<file path="config.mk">
export PLATFORM = sky130hd
export DESIGN_NAME = carmichael_number_test_core
export DESIGN_NICKNAME = d
export VERILOG_FILES = /design/src/rtl/core/cnt_pkg.sv /design/src/rtl/core/cnt_divider.sv /design/src/rtl/core/cnt_ctrl.sv /design/src/rtl/core/carmichael_number_test_core.sv
export SDC_FILE = /design/constraint.sdc
export NUM_CORES = 1
export LEC_CHECK = 0
export ABC_CLOCK_PERIOD_IN_PS = 5380
export BUFFER_PORTS_ARGS = -buffer_cell sky130_fd_sc_hd__buf_2
export CAP_MARGIN = 20
export CORE_MARGIN = 2
export CORE_UTILIZATION = 64
export DETAILED_ROUTE_END_ITERATION = 7
export PLACE_DENSITY_LB_ADDON = 0.3
export SLEW_MARGIN = 30
export SYNTH_ARGS = -nofsm -noshare
export SYNTH_HDL_FRONTEND = slang
export SYNTH_HIERARCHICAL = 1
export SYNTH_SLANG_ARGS = --single-unit
</file>
<file path="constraint.sdc">
create_clock -name clk_i -period 5.38 [get_ports clk_i]
set_clock_uncertainty 0.15 [all_clocks]
set_input_delay 0.538 -clock clk_i [delete_from_list [all_inputs] [get_ports clk_i]]
set_output_delay 0.538 -clock clk_i [all_outputs]
set_load 0.05 [all_outputs]
</file>
<file path="src/rtl/core/cnt_pkg.sv">
// Package: widths, verdict codes, controller state and divider request/reply types for the Carmichael number test.
`default_nettype none
package cnt_pkg;
  localparam int unsigned NumberBits = 32;
  localparam int unsigned CntBits = $clog2(NumberBits + 1);

  typedef logic [NumberBits-1:0] num_t;

  typedef enum logic [1:0] {
    VerdictPass    = 2'd0,
    VerdictPrime   = 2'd1,
    VerdictSquare  = 2'd2,
    VerdictDivFail = 2'd3
  } verdict_e;

  typedef enum logic [3:0] {
    StIdle,
    StTrialDiv,
    StTrialChk,
    StQuotDiv,
    StRepeatChk,
    StNm1Div,
    StNm1Chk,
    StRestDiv,
    StRestChk,
    StDone
  } state_e;

  // request to the serial divider and its reply
  typedef struct packed {
    logic go;
    num_t dividend;
    num_t divisor;
  } div_req_t;

  typedef struct packed {
    logic done;
    num_t quot;
    num_t rem;
  } div_rsp_t;
endpackage
`default_nettype wire

</file>
<file path="src/rtl/core/cnt_divider.sv">
// Radix-2 restoring divider: one quotient bit per cycle.
`default_nettype none
module cnt_divider (
  input  wire logic              clk_i,
  input  wire logic              rst_ni,
  input  cnt_pkg::div_req_t      req_i,
  output cnt_pkg::div_rsp_t      rsp_o
);
  import cnt_pkg::*;

  num_t quot_q, quot_d;
  num_t div_q, div_d;
  num_t rem_q, rem_d;
  logic [CntBits-1:0] cnt_q, cnt_d;
  logic busy_q, busy_d;
  logic done_q, done_d;
  logic [NumberBits:0] trial;

  always_comb begin
    quot_d = quot_q;
    div_d  = div_q;
    rem_d  = rem_q;
    cnt_d  = cnt_q;
    busy_d = busy_q;
    done_d = 1'b0;
    trial  = {rem_q, quot_q[NumberBits-1]} - {1'b0, div_q};
    if (req_i.go) begin
      quot_d = req_i.dividend;
      div_d  = req_i.divisor;
      rem_d  = '0;
      cnt_d  = CntBits'(NumberBits);
      busy_d = 1'b1;
    end else if (busy_q) begin
      // shift in the next dividend bit, subtract when it fits
      if (!trial[NumberBits]) begin
        rem_d = trial[NumberBits-1:0];
        quot_d = {quot_q[NumberBits-2:0], 1'b1};
      end else begin
        // shifted remainder is below the divisor here, so its top bit is zero
        rem_d = {rem_q[NumberBits-2:0], quot_q[NumberBits-1]};
        quot_d = {quot_q[NumberBits-2:0], 1'b0};
      end
      cnt_d = cnt_q - 1'b1;
      if (cnt_q == CntBits'(1)) begin
        busy_d = 1'b0;
        done_d = 1'b1;
      end
    end
  end

  always_ff @(posedge clk_i or negedge rst_ni) begin
    if (!rst_ni) begin
      busy_q <= 1'b0;
      done_q <= 1'b0;
      cnt_q  <= '0;
    end else begin
      busy_q <= busy_d;
      done_q <= done_d;
      cnt_q  <= cnt_d;
    end
  end

  always_ff @(posedge clk_i) begin
    quot_q <= quot_d;
    div_q  <= div_d;
    rem_q  <= rem_d;
  end

  assign rsp_o.done = done_q;
  assign rsp_o.quot = quot_q;
  assign rsp_o.rem  = rem_q;
endmodule
`default_nettype wire

</file>
<file path="src/rtl/core/cnt_ctrl.sv">
// Controller: trial division sequence and verdict.
`default_nettype none
module cnt_ctrl (
  input  wire logic              clk_i,
  input  wire logic              rst_ni,
  input  wire logic              start_i,
  input  cnt_pkg::num_t          number_i,
  output logic                   busy_o,
  output cnt_pkg::div_req_t      req_o,
  input  cnt_pkg::div_rsp_t      rsp_i,
  output logic                   valid_o,
  output logic                   is_carmichael_o,
  output logic [1:0]             verdict_o
);
  import cnt_pkg::*;

  state_e state_q, state_d;
  num_t n_q, n_d, rest_q, rest_d, d_q, d_d;
  logic comp_q, comp_d, fail_q, fail_d;
  verdict_e verd_q, verd_d;
  logic valid_q, valid_d;
  logic accept;

  assign accept = start_i && state_q == StIdle;

  // next state and datapath
  always_comb begin
    state_d = state_q;
    n_d = n_q; rest_d = rest_q; d_d = d_q;
    comp_d = comp_q; fail_d = fail_q; verd_d = verd_q;
    valid_d = 1'b0;
    unique case (state_q)
      StIdle: if (accept) begin
        n_d = number_i; rest_d = number_i; d_d = num_t'(2);
        comp_d = 1'b0; fail_d = 1'b0;
        if (number_i < num_t'(4)) begin
          verd_d = VerdictPrime;
          state_d = StDone;
        end else begin
          state_d = StTrialDiv;
        end
      end
      StTrialDiv: state_d = StTrialChk;
      StTrialChk: if (rsp_i.done) begin
        // loop ends once d exceeds rest / d
        if (d_q > rsp_i.quot) begin
          state_d = StRestDiv;
          if (!comp_q) begin
            verd_d = VerdictPrime;
            state_d = StDone;
          end else if (rest_q <= num_t'(1)) begin
            verd_d = fail_q ? VerdictDivFail : VerdictPass;
            state_d = StDone;
          end
        end else if (rsp_i.rem == '0) begin
          comp_d = 1'b1;
          rest_d = rsp_i.quot;
          state_d = StQuotDiv;
        end else begin
          d_d = d_q + 1'b1;
          state_d = StTrialDiv;
        end
      end
      StQuotDiv: state_d = StRepeatChk;
      StRepeatChk: if (rsp_i.done) begin
        if (rsp_i.rem == '0) begin
          verd_d = VerdictSquare;
          state_d = StDone;
        end else begin
          state_d = StNm1Div;
        end
      end
      StNm1Div: state_d = StNm1Chk;
      StNm1Chk: if (rsp_i.done) begin
        if (rsp_i.rem != '0) fail_d = 1'b1;
        d_d = d_q + 1'b1;
        state_d = StTrialDiv;
      end
      StRestDiv: state_d = StRestChk;
      StRestChk: if (rsp_i.done) begin
        verd_d = (fail_q || rsp_i.rem != '0) ? VerdictDivFail : VerdictPass;
        state_d = StDone;
      end
      StDone: begin
        valid_d = 1'b1;
        state_d = StIdle;
      end
      default: state_d = StIdle;
    endcase
  end

  // divider requests
  always_comb begin
    req_o.go = 1'b0;
    req_o.dividend = rest_q;
    req_o.divisor = d_q;
    unique case (state_q) inside
      StTrialDiv, StQuotDiv: req_o.go = 1'b1;
      StNm1Div: begin
        req_o.go = 1'b1;
        req_o.dividend = n_q - 1'b1;
        req_o.divisor = d_q - 1'b1;
      end
      StRestDiv: begin
        req_o.go = 1'b1;
        req_o.dividend = n_q - 1'b1;
        req_o.divisor = rest_q - 1'b1;
      end
      default: req_o.go = 1'b0;
    endcase
  end

  always_ff @(posedge clk_i or negedge rst_ni) begin
    if (!rst_ni) begin
      state_q <= StIdle;
      valid_q <= 1'b0;
    end else begin
      state_q <= state_d;
      valid_q <= valid_d;
    end
  end

  always_ff @(posedge clk_i) begin
    n_q <= n_d; rest_q <= rest_d; d_q <= d_d;
    comp_q <= comp_d; fail_q <= fail_d; verd_q <= verd_d;
  end

  assign busy_o = state_q != StIdle;
  assign valid_o = valid_q;
  assign verdict_o = verd_q;
  assign is_carmichael_o = verd_q == VerdictPass;
endmodule
`default_nettype wire

</file>
<file path="src/rtl/core/carmichael_number_test_core.sv">
// Top level of the Carmichael number test.
// Usage: drive number_i and raise start_i; the request is taken at a clock
// edge where start_i is high and busy_o is low. busy_o stays high while the
// number is examined. The result shows on is_carmichael_o and verdict_o
// for exactly one cycle, marked by valid_o, in the cycle where busy_o falls.
// verdict_o: 0 passes, 1 prime or below 4, 2 repeated prime factor,
// 3 n-1 not divisible by p-1 for some prime factor p.
// Work: candidate divisors d run up to sqrt of the remaining cofactor; each
// costs one pass of the bit-serial divider, a found factor costs two more
// passes, and the leftover prime one more.
// One number at a time; the single shared divider sets the rate.
// Reset returns the controller to idle and drops any number in progress.
// The receiver cannot stall: results are never held.
`default_nettype none
module carmichael_number_test_core (
  input  wire logic              clk_i,
  input  wire logic              rst_ni,
  input  wire logic              start_i,
  input  wire logic [cnt_pkg::NumberBits-1:0] number_i,
  output logic                   busy_o,
  output logic                   valid_o,
  output logic                   is_carmichael_o,
  output logic [1:0]             verdict_o
);
  import cnt_pkg::*;

  div_req_t req;
  div_rsp_t rsp;

  cnt_ctrl u_ctrl (
    .clk_i, .rst_ni, .start_i, .number_i, .busy_o,
    .req_o(req), .rsp_i(rsp),
    .valid_o, .is_carmichael_o, .verdict_o
  );

  cnt_divider u_div (.clk_i, .rst_ni, .req_i(req), .rsp_o(rsp));
endmodule
`default_nettype wire

</file>
## After elaboration in Yosys (flattened, before gate mapping)

Index checks and enable logic that the tools add are counted.

| storage, ports and cells | value |
|---|---|
| input bits | 35 |
| logic and storage cells | 123 |
| flip-flop bits (word level) | 209 |

| cells by class | value |
|---|---|
| reduce and logical (&&, ||, !) cells | 19 |
| eq/ne operators | 23 |
| multiplexer cells | 58 |
| add/subtract/negate cells | 6 |
| magnitude comparators | 3 |

Operators with widths:

| cell | number |
|---|---|
| 2-to-1 mux 32 bit | 12 |
| case mux 64 bit (2 select lines) | 1 |
| case mux 32 bit (3 select lines) | 1 |
| subtractor 32 x 1 -> 32 bit (second input constant) | 3 |
| case mux 32 bit (2 select lines) | 1 |
| 2-to-1 mux 4 bit | 10 |
| case mux 4 bit (9 select lines) | 1 |
| subtractor 33 x 32 -> 33 bit | 1 |
| adder 32 x 1 -> 32 bit (second input constant) | 1 |
| > comparator 32 bit | 1 |
| <= comparator 32 x 1 -> 1 bit (second input constant) | 1 |
| logical NOT 32 bit | 1 |
| less-than comparator 32 x 3 -> 1 bit (second input constant) | 1 |
| nonzero test 32 bit | 1 |
| 2-to-1 mux 2 bit | 12 |
| != test 2 x 1 -> 1 bit (second input constant) | 9 |
| equality test 4 x 3 -> 1 bit (second input constant) | 4 |
| 2-to-1 mux 1 bit | 15 |
| 2-to-1 mux 6 bit | 2 |
| AND reduction 5 bit | 2 |
| AND reduction 9 bit | 1 |
| equality test 4 x 2 -> 1 bit (second input constant) | 2 |
| equality test 4 bit (second input constant) | 2 |
| case mux 2 bit (4 select lines) | 1 |
| other kinds (17) | 23 |

## Depth between registers and ports, before layout

| depth | value |
|---|---|
| depth after elaboration | 6 |
| depth in mapped cells | 13 |
| depth with buffers taken out | 11 |

## Cells and area by module

The synthesis kept the hierarchy.

By module, submodules not included:

| module | area each (µm²) | sequential area each (µm²) | cells each | instances |
|---|---|---|---|---|
| cnt_ctrl | 7953.9 | 3128.0 | 891 | 1 |
| cnt_divider | 6080.8 | 2762.6 | 604 | 1 |

## Worst setup path after synthesis

Ideal clock, no wire load.

| path | value |
|---|---|
| path kind | flip-flop to flip-flop |
| start point | register u_ctrl.d_q[14] |
| end point | register u_ctrl.d_q[0] (enable) |
| stages on the path, launching flop included | 9 |
| setup slack | 1.066 ns |
| clock period less this slack | 4.314 ns |
| arrival | 3.728 ns |
| path through | edfxtp_1 -> ha_1 -> nand4_1 -> or4_1 -> o21ai_0 -> o22ai_1 -> nor2_1 -> o22ai_1 -> a22oi_1 |

| on the way | value |
|---|---|
| longest elaborated chain between the ends | 3 |

Ends and longest elaborated chain:

| what | RTL line | source |
|---|---|---|
| start: declaration | cnt_ctrl.sv:18 | `num_t n_q, n_d, rest_q, rest_d, d_q, d_d;` |
| start signal: assignment | cnt_ctrl.sv:124 | `n_q <= n_d; rest_q <= rest_d; d_q <= d_d;` |
| > comparator 32 bit | cnt_ctrl.sv:46 | `if (d_q > rsp_i.quot) begin` |
| != test 2 bit (no line) | - |  |
| AND reduction 6 bit (no line) | - |  |

Every way passes these cells.
A chain may end at the register's enable or synchronous reset.

## Worst setup path in the final report

| path | value |
|---|---|
| start point | register u_ctrl.d_q[28] |
| end point | register u_ctrl.d_q[25] (enable) |

The elaborated chain is that of the path after synthesis.

==> results.py <==
metrics = {
    "clock_tree": {
        "tritoncts": "done",
        "cts_buffers": 23,
        "ctsLongestPathBuffers": 3,
        "cts.hold.buffers_added": 1,
        "post-cts-setup-buffers": 0,
        "tritoncts_num_sinks": 209,
        "clock_tree.root_cell": "clkbuf_16",
        "clkTransAtPathRegs_ps": 60,
        "postCtsResizedCells": 0,
        "clock_latency_on_the_worst_skew_pair_ps": 520,
        "clock_tree.htree_level_count": 1,
    },
    "yosys": {
        "netlist.area_leader.share_pct": 35.1,
        "synth.net_count": 1602,
        "number_of_enable_flip_flop_cells_after_synthesis": 164,
        "synth_async_sr_flop_share_pct": 6.22,
        "number_of_flip_flops_and_latches_in_the_synthesized_netlist": 209,
        "post_synth.cell_area_avg_um2": 9.39,
        "synth_sequential_area_ratio_pct": 42.0,
        "synth_cells": 1495,
        "syn-cell-area_um2": 14000,
        "top_area_cells_in_the_synthesized_netlist": "edfxtp_1, ha_1, mux2_2",
        "synth_top_flop_cell": "edfxtp_1",
        "synth_largest_area_cell": "edfxtp_1",
        "yosys.cell_types.count": 78,
        "yosys_warnings": 6,
    },
    "timing": {
        "period_minus_slack_ps": 3680,
        "achievable-frequency_mhz": 272,
        "final.period_utilization_pct": 68.3,
        "rsz0062_at_grt": "no",
        "finalHoldViolCount": 0,
        "setup_total_negative_slack_ps": 0,
        "hold_slack_ps": 55.0,
        "worst_pin_slew_ps": 1030,
        "timing.max_slew.rel_slack_pct": 30.5,
        "setup_viol": 0,
        "pins_over_their_slew_limit": 0,
    },
    "run_status": {
        "outcome": "complete, no violations",
    },
    "worst_setup_path": {
        "cp-start-kind": "flop",
        "worst_r2r_endpoint": "u_ctrl/d_q[25]",
        "endpoint_kind": "flop",
        "regToRegSetupSlack_ps": 1700,
        "criticalPathCategory": "flop to flop",
        "critPathMaxFanout": 32,
        "r2r_start": "u_ctrl/d_q[28]",
        "worstRegToRegCells": 9,
        "worst_ep_required_time_ps": 5380,
        "critical_path.startpoint": "u_ctrl/d_q[28]",
        "arrival_ps": 3680,
    },
    "hold_path": {
        "hp-start": "number_i[1]",
        "hold_depth": 1,
        "hold_worst_path_end": "u_ctrl/n_q[1]",
        "hold_class": "input port to flop",
    },
    "place": {
        "buffer_ports.inserted": 39,
        "dp_cells": 1752,
        "post_dp_area_um2": 14400,
        "place.detailed.hpwl_mm": 24.8,
        "gpl.final_weighted_congestion": 0.942,
    },
    "route": {
        "detail_route.vias_per_cell": 6.41,
        "drt-total-wl_mm": 34.7,
        "detailedRoute.firstPassIterationCount": 6,
        "via_count": 11500,
        "remaining_drc_errors": 0,
        "wl_per_cell_um": 19.3,
        "drtIter0Drc": 818,
        "antenna_left": 0,
    },
    "layout": {
        "register_area_um2": 5890,
        "antenna_cells_inserted": 0,
        "area_growth_syn_to_layout_pct": 7.79,
        "drive_above_1_share_pct": 11.6,
        "final_cell_mix": "edfxtp_1, nand2_1, nor2_1",
        "fillerInstances": 1602,
        "layout.cells.non_filler": 1795,
        "fin_nets": 1605,
        "mostFrequentLayoutCell": "edfxtp_1",
        "final_area_um2": 15100,
        "multi_input_combinational_cell_area_um2": 7490,
    },
    "flow_run": {
        "maxCapViolations": 0,
    },
    "floorplan": {
        "placement_rows": 54,
        "floorplan.die_area_um2": 23100,
        "die_y_um": 152,
        "design.core.area_um2": 21700,
        "start_util_pct": 64.7,
        "ioPinCount": 40,
        "die_w_um": 152,
    },
    "power": {
        "p_leak_nw": 5.69,
        "powerDensity_nw_per_um2": 639,
        "max_rail_drop_vdd_v": 0.000517,
    },
    "global_route": {
        "grt_start_max_net_pins": 60,
        "grt_first_pass_wirelength_mm": 55.0,
        "antenna_found_initial": 0,
        "total_gr_overflow": 0,
        "globalRouteTotalUtil_pct": 29.0,
        "first_global_vias": 10700,
    },
}
==> layout make-up <==
type / instances / area share [%]
well taps: 280 / 2.32
repair buffers: 55 / 2.10
clock inverters: 13 / 0.926
flip-flops and latches: 209 / 38.9
multi-input cells: 1121 / 49.5
clock buffers: 29 / 4.02
inverters: 88 / 2.18
==> metal layers <==
| metal | wire, um | global-route usage [%] |
|---|---|---|
| met5 | 0 | 0 |
| met4 | 1240 | 10.8 |
| met3 | 2770 | 3.51 |
| met2 | 16200 | 47.8 |
| met1 | 14500 | 39.7 |
==> how the worst max path moves through the flow <==
stage	endpoint	slack, ps	cells past startpoint
floorplan	u_ctrl/d_q[0]	1070	8
global placement	u_div/rem_q[16]	1840	12
detailed placement	u_div/rem_q[8]	1760	12
CTS	u_div/rem_q[8]	1730	12
global route	u_div/rem_q[16]	1480	12
finish	u_ctrl/d_q[25]	1700	9
==> synthesized netlist by cell type, types with 4 or more instances <==
library cell	instances
and4_1	5
or3_1	16
and2_1	7
o221ai_1	9
a221o_1	5
dfrtp_1	13
edfxtp_1	164
buf_2	12
mux2i_1	27
nor2b_1	6
o41ai_1	4
a31oi_1	9
ha_1	71
nor3_1	43
nand4_1	28
o21a_1	8
a221oi_1	4
xor2_1	63
a21oi_1	85
mux2_2	63
nor4b_1	4
o211ai_1	10
a211oi_1	18
or2_2	7
nand3_1	33
o22ai_1	7
or4_1	9
nand3b_1	6
nor2_1	138
o21ai_0	96
xnor2_1	54
and3_1	12
buf_1	6
o31ai_1	4
nand2b_1	13
inv_1	88
a21o_1	8
dfxtp_1	32
a22oi_1	10
clkbuf_1	51
nor4_1	37
nand2_1	150
buf_6	5
==> through the flow <==
stage / total power, mW / worst slack, ps / util [%]
after floorplan: 6.83 / 1070 / -
after global placement: 7.81 / 1840 / 66.2
after detailed placement: 7.97 / 1760 / 66.3
after CTS: 9.58 / 1730 / 69.8
after global routing: 10.3 / 1480 / 69.8
final: 9.66 / 1700 / 69.8
==> state kept, by name, summed over array words and instances (netlist names) <==
register and flops:
u_div/cnt_q 6, u_ctrl/n_q 32, u_ctrl/rest_q 32, u_div/rem_q 32
u_div/done_q 1, u_ctrl/comp_q 1, u_div/quot_q 32, u_ctrl/verdict_o 2
u_ctrl/fail_q 1, u_ctrl/d_q 32, u_div/div_q 32, u_div/busy_q 1
u_ctrl/state_q 4, u_ctrl/valid_o 1
==> cell families (layout without fill, tap and decap cells) <==
| group | Yosys count | in the layout | synth area share [%] |
|---|---|---|---|
| AND/OR/NAND/NOR | 530 | 530 | 18.4 |
| XOR/XNOR | 117 | 117 | 7.30 |
| adder cells (fa/ha/maj) | 72 | 72 | 6.47 |
| multiplexers | 90 | 90 | 6.98 |
| buffers and inverters | 165 | 185 | 4.87 |
| flip-flops | 209 | 209 | 42.0 |
| AO/OA/AOI/OAI | 312 | 312 | 14.0 |
==> critical path, cell delays in order (launching register included) <==
cell and delay [ps]:
edfxtp_1 550, ha_1 360, nand4_1 130, or4_1 650
nor2_1 210, o22ai_1 110, nor2_1 350, o22ai_1 160
a22oi_2 210, buf_4 410
==> where the power goes <==
part | switching [mW] | internal [mW]
registers | 0.661 | 2.63
logic | 2.82 | 1.97
clock network | 0.630 | 0.942
total | 4.11 | 5.54
Power figures use the tool's default switching activity.
